**src/rtl/bsslp_pkg.sv**
```systemverilog
// Shared constants, codes and control structs for the bounded stack set.
// Used by the controller, the datapath and the top level; no dependencies.
package bsslp_pkg;

    localparam int NUM_STACKS = 64;
    localparam int MAX_DEPTH  = 16;

    localparam int CMD_W  = 2;
    localparam int VAL_W  = 32;
    localparam int IDX_W  = 10;
    localparam int STAT_W = 2;
    localparam int CAP_W  = 5;

    localparam int STK_W  = $clog2(NUM_STACKS);
    localparam int CNT_W  = $clog2(NUM_STACKS + 1);
    localparam int FILL_W = $clog2(MAX_DEPTH + 1);
    localparam int PLATES = NUM_STACKS * MAX_DEPTH;
    localparam int ADDR_W = $clog2(PLATES);

    localparam logic [CMD_W-1:0] CMD_PUSH   = 2'd0;
    localparam logic [CMD_W-1:0] CMD_POP    = 2'd1;
    localparam logic [CMD_W-1:0] CMD_POP_AT = 2'd2;

    localparam logic [STAT_W-1:0] ST_DONE  = 2'd0;
    localparam logic [STAT_W-1:0] ST_EMPTY = 2'd1;
    localparam logic [STAT_W-1:0] ST_FULL  = 2'd2;

    localparam logic [CAP_W-1:0] CAP_RESET = 5'd16;

    // Commands from the controller to the datapath
    typedef struct packed {
        logic take;        // accept a word, issue fill read
        logic do_update;   // fill data back: update store, fill and flags
        logic load_out;    // move the result into the output register
        logic cfg_write;   // capture a new capacity, restart the flag sweep
        logic sweep_step;  // advance the full-flag rebuild
    } t_dp_ctrl;

    // Status from the datapath to the controller
    typedef struct packed {
        logic pop_hit;     // the current word is a pop that found a plate
        logic sweep_done;  // every full flag rebuilt
    } t_dp_stat;

    // Clamp the capacity register to 1..MAX_DEPTH
    function automatic logic [FILL_W-1:0] eff_cap(input logic [CAP_W-1:0] c);
        logic [FILL_W-1:0] r;
        if (c == '0) begin
            r = FILL_W'(1);
        end else if (int'(c) > MAX_DEPTH) begin
            r = FILL_W'(MAX_DEPTH);
        end else begin
            r = FILL_W'(c);
        end
        return r;
    endfunction

endpackage

```
**src/rtl/bsslp_ctrl.sv**
```systemverilog
// Sequencer for the bounded stack set: handshakes, item steps, flag sweep.
// Depends on bsslp_pkg; drives the datapath through t_dp_ctrl.
module bsslp_ctrl import bsslp_pkg::*; (
    input  logic     i_clk,
    input  logic     i_rst_n,
    input  logic     i_in_valid,
    output logic     o_in_stall,
    output logic     o_out_valid,
    input  logic     i_out_stall,
    input  logic     i_cfg_valid,
    output logic     o_cfg_ready,
    input  t_dp_stat i_stat,
    output t_dp_ctrl o_ctrl
);

    localparam logic [2:0] S_IDLE  = 3'd0;
    localparam logic [2:0] S_LOOK  = 3'd1;
    localparam logic [2:0] S_FETCH = 3'd2;
    localparam logic [2:0] S_EMIT  = 3'd3;
    localparam logic [2:0] S_SWEEP = 3'd4;

    logic [2:0] r_state, n_state;
    logic       r_out_valid, n_out_valid;
    logic       w_out_free;
    logic       w_idle;

    assign w_idle     = (r_state == S_IDLE);
    assign w_out_free = !r_out_valid || !i_out_stall;

    assign o_in_stall  = !w_idle || i_cfg_valid;
    assign o_cfg_ready = w_idle;
    assign o_out_valid = r_out_valid;

    always_comb begin
        n_state = r_state;
        o_ctrl  = '0;
        unique case (r_state)
            S_IDLE: begin
                if (i_cfg_valid) begin
                    o_ctrl.cfg_write = 1'b1;
                    n_state          = S_SWEEP;
                end else if (i_in_valid) begin
                    o_ctrl.take = 1'b1;
                    n_state     = S_LOOK;
                end
            end
            S_LOOK: begin
                o_ctrl.do_update = 1'b1;
                if (i_stat.pop_hit) begin
                    n_state = S_FETCH;
                end else if (w_out_free) begin
                    o_ctrl.load_out = 1'b1;
                    n_state         = S_IDLE;
                end else begin
                    n_state = S_EMIT;
                end
            end
            S_FETCH, S_EMIT: begin
                if (w_out_free) begin
                    o_ctrl.load_out = 1'b1;
                    n_state         = S_IDLE;
                end else begin
                    n_state = S_EMIT;
                end
            end
            S_SWEEP: begin
                o_ctrl.sweep_step = 1'b1;
                if (i_stat.sweep_done) begin
                    n_state = S_IDLE;
                end
            end
            default: begin
                n_state = S_IDLE;
            end
        endcase
    end

    always_comb begin
        n_out_valid = r_out_valid;
        if (o_ctrl.load_out) begin
            n_out_valid = 1'b1;
        end else if (!i_out_stall) begin
            n_out_valid = 1'b0;
        end
    end

    always_ff @(posedge i_clk) begin
        if (!i_rst_n) begin
            r_state     <= S_IDLE;
            r_out_valid <= 1'b0;
        end else begin
            r_state     <= n_state;
            r_out_valid <= n_out_valid;
        end
    end

    a_take_then_look: assert property (@(posedge i_clk) disable iff (!i_rst_n)
        o_ctrl.take |=> (r_state == S_LOOK))
        else $error("accepted word did not move to the lookup step");

    a_load_when_free: assert property (@(posedge i_clk) disable iff (!i_rst_n)
        o_ctrl.load_out |-> (!r_out_valid || !i_out_stall))
        else $error("result loaded over a word still waiting");

    a_cfg_starts_sweep: assert property (@(posedge i_clk) disable iff (!i_rst_n)
        o_ctrl.cfg_write |=> (r_state == S_SWEEP) && o_in_stall)
        else $error("capacity write did not start the flag sweep");

endmodule

```
**config.mk**
```make
export PLATFORM = sky130hd
export DESIGN_NAME = bsslp_ctrl
export DESIGN_NICKNAME = d
export VERILOG_FILES = /design/src/rtl/bsslp_pkg.sv /design/src/rtl/bsslp_ctrl.sv
export SDC_FILE = /design/constraint.sdc
export NUM_CORES = 1
export LEC_CHECK = 0
export ABC_AREA = 1
export BUFFER_PORTS_ARGS = -buffer_cell sky130_fd_sc_hd__buf_2
export CAP_MARGIN = 30
export CORE_AREA = 2 2 39 41
export CTS_CLUSTER_SIZE = 16
export DETAILED_ROUTE_END_ITERATION = 7
export DIE_AREA = 0 0 41 43
export PLACE_DENSITY_LB_ADDON = 0.15
export SLEW_MARGIN = 0
export SYNTH_ARGS = -nofsm -noshare
export SYNTH_HDL_FRONTEND = slang
export SYNTH_SLANG_ARGS = --single-unit
```
**constraint.sdc**
```tcl
create_clock -name i_clk -period 1.24 [get_ports i_clk]
set_input_delay 0.062 -clock i_clk [delete_from_list [all_inputs] [get_ports i_clk]]
set_output_delay 0.062 -clock i_clk [all_outputs]
set_load 0.02 [all_outputs]
```
==> results of run 1 <==
[placed cells by master (no fill, tap or decap), types with 2 or more instances in the layout]
cell type   n
dfxtp_2     2
buf_2      12
inv_1       8
nor2_2      2
nand2_1     9
buf_4       2
nor2_1      4
clkbuf_4    3
dfxtp_1     2
[what timing repair did]
item,CTS,global route
cloned,0,0
buffers inserted,0,0
gates resized for setup,0,6
setup endpoints to repair,1,3
pin swaps,1,0
[final timing paths]
path,to,slack [ns],cells after the start
setup / recovery,o_ctrl[4],0.08,4
hold reg to reg,r_state[2]$_SDFFE_PN0P_,0.60,3
setup reg to reg,o_out_valid$_SDFFE_PN0P_,0.24,5
hold / removal,o_out_valid$_SDFFE_PN0P_,0.06,3
[cells in the mapped netlist (all sizes together)]
| cell | number |
|---|---|
| o22ai | 1 |
| buf | 1 |
| nor2 | 6 |
| o21ai | 1 |
| inv | 9 |
| nand3 | 1 |
| a31oi | 1 |
| a21oi | 2 |
| nand2 | 10 |
| nor3 | 2 |
| dfxtp | 4 |
[registers in the layout, summed over array words and instances (netlist names)]
signal	count
o_out_valid	1
r_state	3
[cells by family after synthesis]
family | count (synthesis) | share of synthesized area [%]
and+or+nand+nor | 19 | 39.29
buffers and inverters | 10 | 16.84
AOI/OAI and AO/OA | 5 | 11.23
DFF | 4 | 32.65
[power by group through the flow]
stage,logic (mW),registers [mW],clock network (mW)
2_1_floorplan,0.0749,0.149,0
3_3_place_gp,0.111,0.149,0
3_5_place_dp,0.110,0.148,0
4_1_cts,0.112,0.146,0.175
5_1_grt,0.126,0.149,0.185
6_report,0.112,0.147,0.163
[metal layers]
| metal | vias up | wire, um | global-route usage, % | part of all wire (%) |
|---|---|---|---|---|
| li1 | 147 | - | - | - |
| met1 | 115 | 204 | 8.974 | 38 |
| met2 | 5 | 297 | 10.31 | 55 |
| met3 | 2 | 31 | 3.141 | 5.7 |
| met4 | 0 | 10 | 12.00 | 1.8 |
| met5 | - | 0 | 0 | 0 |
[through the flow]
stage | util [%] | total power, mW | cell area, sq um | hold WS (ns) | cells
6_report | 26.31 | 0.4232 | 364.1 | 0.06271 | 70
5_1_grt | 26.31 | 0.4597 | 364.1 | 0.08366 | 70
4_1_cts | 25.50 | 0.4327 | 352.8 | 0.05230 | 70
3_5_place_dp | 23.87 | 0.2589 | 330.3 | 0.3020 | 67
3_3_place_gp | 23.87 | 0.2600 | 330.3 | 0.3161 | 67
2_1_floorplan | - | 0.2237 | 247.7 | 0.1865 | 38
[worst min-delay path, cell delays in order]
cell and delay (ns):
buf_2 0.08, o21ai_0 0.07, inv_1 0.05
[layout make-up]
type                       count  area (sq um)
sequential                     4         82.58
timing repair buffer          14         75.07
clock buffer                   3         22.52
fill                         172          1020
multi-input combinational     24         130.1
inverter                       9         33.78
tap                           16         20.02
==> impl_metrics.ini, run 1 <==
[timing]
hold_viol_final = 0
slew_headroom_pct = 87.70
fin_crit_sh_pct = 93.53
worstMarginPinSlew_ns = 0.1842
finalMaxSlewViolations = 0
worst_slack_ns = 0.08029
finClkSkew_ns = 0.002579
finalSetupTns_ns = 0
rsz0062_at_grt = false
setup_viol = 0
fmax_ghz = 0.8623
layout_min_cycle_time_ns = 1.160

[worst_hold_path]
hp-start = i_rst_n
hold_path_class = primary input to flip-flop

[clocking]
htree_levels = 1
clk_pin_slew_worst_paths_ns = 0.04
cts_tree = done
worst_skew_pair.late_latency_ns = 0.23
cts_sinks = 4
holdBufCountCts = 0
cts_made_buffers = 3
ctsLongestPathBuffers = 2
root_buffer = clkbuf_4

[power_and_ir_drop]
p_sw_mw = 0.1331
swShare_pct = 31.45
p_leak_nw = 0.2167
irDropWorstVdd_uv = 232.8
pwr-share-clk_pct = 38.6
power.internal_mw = 0.2901
seqPwrFrac_pct = 34.8
powerDensity_nw_per_um2 = 1162
comb_power_share_pct = 26.6

[placed_design]
place.port_buffers = 14
place_ws_ns = 0.2390
hpwl_um = 451.4
gp_congestion = 0.5911

[layout]
insertedDiodeCount = 0
syn_to_final_growth_pct = 48.47
drive_above_1_share_pct = 48.15
final_nets = 63

[route]
ant_nets = 0
vias = 269
route.detailed.drc = 0
first_pass_iters = 2
first_iter_violations = 1
drt-wirelength-per-cell_um = 7.757
totalWireLength_um = 543
routed_via_density = 3.843

[floorplanning]
die_y_um = 43
core-area_sq_um = 1384
die_area_sq_um = 1763
pin_count = 15
die_w_um = 41
rows = 14
initial_utilization_pct = 17.72

[synth]
yosysTopAreaCellShare_pct = 32.65
synth_cells = 38
synthesis.nets = 45
synth_top_cell_by_area = dfxtp_1
yosysUniqueCellTypes = 14
synth_seq_cells = 4
synth_area_leaders = dfxtp_1 33%, inv_1 14%, nand2_1 14%
yosysSeqAreaShare_pct = 32.65
syn_area_sq_um = 245.2
syn_avg_cell_area_sq_um = 6.454
yosysWarnings = 0

[critical_path]
crit_type = flip-flop to primary output
path_delay_family = simple AND/OR/NAND/NOR gates
crit_path_top_delay_cell = dfxtp_2
cp.arrival_ns = 1.10
cp_max_fo = 5
crit_chain = nor3_4, nand2_2, nor2_2, buf_4
worst_r2r_startpoint = r_state[2]$_SDFFE_PN0P_
cp-start-kind = flip-flop
worstSetupEndpointType = primary output
cp-startpoint = r_state[0]$_SDFFE_PN0P_
path_buf_inv = 1
worst_path_largest_cell_delay_ns = 0.34
worstPathRequired_ns = 1.18

[run]
drv_cap = 0

[global_route]
grt_pass1_wl_um = 910
antenna_found_initial = 0
grt_max_degree = 6
overflow = 0
grt_use_total_pct = 8.526
grt_pass1_vias = 238

[status]
status = finished, final reports clean
(Power assumes the default switching activity.)
==> inputs of run 2 (changes only) <==
--- a/config.mk
+++ b/config.mk
@@ -12,7 +12,7 @@
 export CTS_CLUSTER_SIZE = 16
 export DETAILED_ROUTE_END_ITERATION = 7
 export DIE_AREA = 0 0 41 43
-export PLACE_DENSITY_LB_ADDON = 0.15
+export PLACE_DENSITY = 0.51
 export SLEW_MARGIN = 0
 export SYNTH_ARGS = -nofsm -noshare
 export SYNTH_HDL_FRONTEND = slang
==> impl_metrics.ini, run 2 (synthesis results as in run 1) <==
[placed_design]
gp_congestion = 0.6149
placed_area_sq_um = 330.3
hpwl_um = 464.1
place_ws_ns = 0.2513
place.port_buffers = 14

[layout]
postLayoutCellArea_sq_um = 376.6
largest_reg_flops = 3
fill_cells = 158
seq_area_sq_um = 82.58
layout_commonest_cell = buf_2
insertedDiodeCount = 0
final_nets = 64
syn_to_final_growth_pct = 53.57
drive_above_1_share_pct = 49.09
multiInputGateArea_sq_um = 128.9
layout_common_cells = 11 x buf_2, 8 x inv_1, 8 x nand2_1
regMostFlops = r_state

[clocking]
worst_skew_pair.late_latency_ns = 0.24
ctsLongestPathBuffers = 2
root_buffer = clkbuf_4
cts_sinks = 4
clk_pin_slew_worst_paths_ns = 0.04
cts_tree = done
cts_made_buffers = 3
htree_levels = 1

[route]
vias = 279
first_pass_iters = 4
ant_nets = 0
first_iter_violations = 2
drt-wirelength-per-cell_um = 8.070
routed_via_density = 3.930
totalWireLength_um = 573
route.detailed.drc = 0

[timing]
finalSetupTns_ns = 0
slew_headroom_pct = 87.15
fin_crit_sh_pct = 96.09
hold_viol_final = 0
fmax_ghz = 0.8393
rsz0062_at_grt = true
setup_viol = 0
layout_min_cycle_time_ns = 1.192
finClkSkew_ns = 0.001510
hold_ws_ns = 0.06271
worst_slack_ns = 0.04849
finalMaxSlewViolations = 0
worstMarginPinSlew_ns = 0.1921

[global_route]
antenna_found_initial = 0
grt_use_total_pct = 9.146
grt_pass1_wl_um = 931
overflow = 0
grt_max_degree = 6
grt_pass1_vias = 265

[status]
status = finished, final reports clean

[critical_path]
worstSetupEndpointType = primary output
cp_max_fo = 5
cp.arrival_ns = 1.13
crit_type = flip-flop to primary output
cp-start-kind = flip-flop
worstPathRequired_ns = 1.18

[power_and_ir_drop]
total_power_mw = 0.4364
p_leak_nw = 0.2229
powerDensity_nw_per_um2 = 1159
irDropWorstVdd_uv = 417.7

[floorplanning]
die_area_sq_um = 1763
pin_count = 15
die_y_um = 43
initial_utilization_pct = 17.72
core-area_sq_um = 1384
rows = 14
die_w_um = 41

[run]
drv_cap = 0

[worst_hold_path]
hold_path_class = primary input to flip-flop
run 2: cell count changes in the layout (fill, tap and decap cells not counted):
cell	delta
a21oi_1	+1
buf_6	+1
nand2_2	+1
nand2_1	-1
buf_2	-1
buf_4	+1
a21oi_2	-1
run 2: report_power, final:
part / internal [mW] / switching (mW) / leakage (nW)
clock network: 0.108 / 0.0568 / 0.0138
logic: 0.0520 / 0.0720 / 0.176
registers: 0.137 / 0.00980 / 0.0336
total: 0.298 / 0.139 / 0.223
run 2: area by class of cell:
class	instances	share of cell area (%)
timing repair buffer	15	23.59
multi-input combinational	24	34.22
tap	16	5.316
clock buffer	3	5.980
sequential	4	21.93
inverter	9	8.970
run 2: timing repair:
action	4_1_cts	5_1_grt
setup buffers	0	1
hold buffers	0	0
endpoints found under the setup margin	0	3
gates resized for setup	0	8
run 2: worst paths after layout:
kind	startpoint	end	slack, ns	cells after the start
hold reg to reg	r_state[1]$_SDFFE_PN0P_	r_state[2]$_SDFFE_PN0P_	0.59	3
hold / removal	i_rst_n	o_out_valid$_SDFFE_PN0P_	0.06	3
setup reg to reg	r_state[0]$_SDFFE_PN0P_	r_state[0]$_SDFFE_PN0P_	0.19	6
setup / recovery	r_state[0]$_SDFFE_PN0P_	o_ctrl[4]	0.05	4
run 2: stage by stage:
| step | instances | util (%) |
|---|---|---|
| floorplan | 38 | - |
| global placement | 67 | 23.87 |
| detailed placement | 67 | 23.87 |
| CTS | 70 | 25.50 |
| global route | 71 | 27.22 |
| finish | 71 | 27.22 |
run 2: per-layer routing:
metal / part of all wire, % / wire length, um / GRT usage [%]
met5: 0 / 0 / 0
met4: 2.6 / 15 / 12.00
met3: 6.6 / 38 / 6.283
met2: 53 / 302 / 11.88
met1: 38 / 216 / 7.419
run 2: worst max-delay path, cell delays in order (launching register included):
cell and delay [ns]:
dfxtp_2 0.34, nor3_4 0.23, nand2_2 0.10, nor2_2 0.09
buf_6 0.12
==> inputs of run 3 (changes only) <==
==> constraint.sdc (replaced) <==
create_clock -name i_clk -period 1.24 [get_ports i_clk]
set_input_delay 0 -clock i_clk [delete_from_list [all_inputs] [get_ports i_clk]]
set_output_delay 0 -clock i_clk [all_outputs]
set_load 0.02 [all_outputs]
==> impl_metrics.ini, run 3 (synthesis results as in run 1) <==
[status]
status = finished, final reports clean

[clocking]
root_buffer = clkbuf_4
htree_levels = 1
cts_made_buffers = 3
cts_tree = done
cts_sinks = 4
clk_pin_slew_worst_paths_ns = 0.04
cts_resized = 0
holdBufCountCts = 0
worst_skew_pair.late_latency_ns = 0.23
cts_setup_buffers = 0
ctsLongestPathBuffers = 2

[layout]
drive_above_1_share_pct = 38.89
largest_reg_flops = 3
final_nets = 63
insertedDiodeCount = 0
syn_to_final_growth_pct = 42.86
regMostFlops = r_state
layout_common_cells = 14 x buf_2, 9 x inv_1, 9 x nand2_1
layout_commonest_cell = buf_2
postLayoutCellArea_sq_um = 350.3
stdcell_count = 70

[route]
ant_nets = 0
route.detailed.drc = 0
totalWireLength_um = 543
routed_via_density = 3.829
first_iter_violations = 2
first_pass_iters = 2
drt-wirelength-per-cell_um = 7.757
vias = 268

[critical_path]
worstSetupEndpointType = primary output
worstPathRequired_ns = 1.24
cp.arrival_ns = 1.14
crit_type = flip-flop to primary output
r2r_end = o_out_valid$_SDFFE_PN0P_
reg2regPathDepth = 5
worst_r2r_startpoint = r_state[2]$_SDFFE_PN0P_
cp_max_fo = 5
reg2reg_slack_ns = 0.23
cp-startpoint = r_state[0]$_SDFFE_PN0P_
cp-start-kind = flip-flop
endpoint = o_ctrl[4]

[timing]
rsz0062_at_grt = false
finalMaxSlewViolations = 0
slew_headroom_pct = 84.68
layout_min_cycle_time_ns = 1.138
finClkSkew_ns = 0.006330
finalSetupTns_ns = 0
hold_viol_final = 0
fin_crit_sh_pct = 91.76
fmax_ghz = 0.8788
worstMarginPinSlew_ns = 0.2296
setup_viol = 0

[global_route]
grt_pass1_vias = 249
grt_use_total_pct = 7.623
grt_pass1_wl_um = 828
grt_max_degree = 6
antenna_found_initial = 0
overflow = 0

[run]
drv_cap = 0

[floorplanning]
initial_utilization_pct = 17.72
core-area_sq_um = 1384
die_w_um = 41
die_area_sq_um = 1763
die_y_um = 43
rows = 14
pin_count = 15

[placed_design]
gp_congestion = 0.6655
placed_area_sq_um = 327.8
dp.cells = 67
place.port_buffers = 14
hpwl_um = 478.7

[power_and_ir_drop]
irDropWorstVdd_uv = 295.2
p_leak_nw = 0.2159
total_power_mw = 0.4118
powerDensity_nw_per_um2 = 1176

[worst_hold_path]
hold_path_class = primary input to flip-flop
[run 3: critical path: stages (launching register included)]
cell and delay, ns:
dfxtp_1 0.36, nor3_4 0.23, nand2_2 0.08, nor2_1 0.08
buf_2 0.16
[run 3: worst min path at each step]
stage | start | end | slack [ns] | cells past startpoint
floorplan | i_rst_n | o_out_valid$_SDFFE_PN0P_ | 0.12 | 2
CTS | i_rst_n | o_out_valid$_SDFFE_PN0P_ | 0.006 | 3
global placement | i_rst_n | o_out_valid$_SDFFE_PN0P_ | 0.23 | 3
finish | i_rst_n | o_out_valid$_SDFFE_PN0P_ | 0.01 | 3
detailed placement | i_rst_n | o_out_valid$_SDFFE_PN0P_ | 0.25 | 3
global route | i_rst_n | o_out_valid$_SDFFE_PN0P_ | 0.03 | 3
[run 3: power breakdown]
part / total (mW) / leakage (nW) / internal, mW / switching [mW]
combinational: 0.109 / 0.169 / 0.0412 / 0.0676
sequential: 0.146 / 0.0327 / 0.137 / 0.00940
clock: 0.157 / 0.0138 / 0.108 / 0.0490
total: 0.412 / 0.216 / 0.286 / 0.126
[run 3: stage by stage]
step	util, %	setup slack (ns)	hold slack, ns
after floorplan	-	0.05508	0.1245
after global placement	23.69	0.2372	0.2347
after detailed placement	23.69	0.2264	0.2501
after CTS	25.32	0.06519	0.005881
after global routing	25.32	0.003402	0.03303
final	25.32	0.1021	0.01264
[run 3: cell type report]
type,count,area [sq um]
inverters,9,33.78
clock buffers,3,22.52
flip-flops and latches,4,80.08
repair buffers,14,70.07
well taps,16,20.02
multi-input cells,24,123.9
fillers,161,1033
[run 3: routing by layer]
layer,track usage [%],routed length (um)
met1,4.808,184
met2,13.44,327
met4,8.000,8
met3,3.141,23
met5,0,0
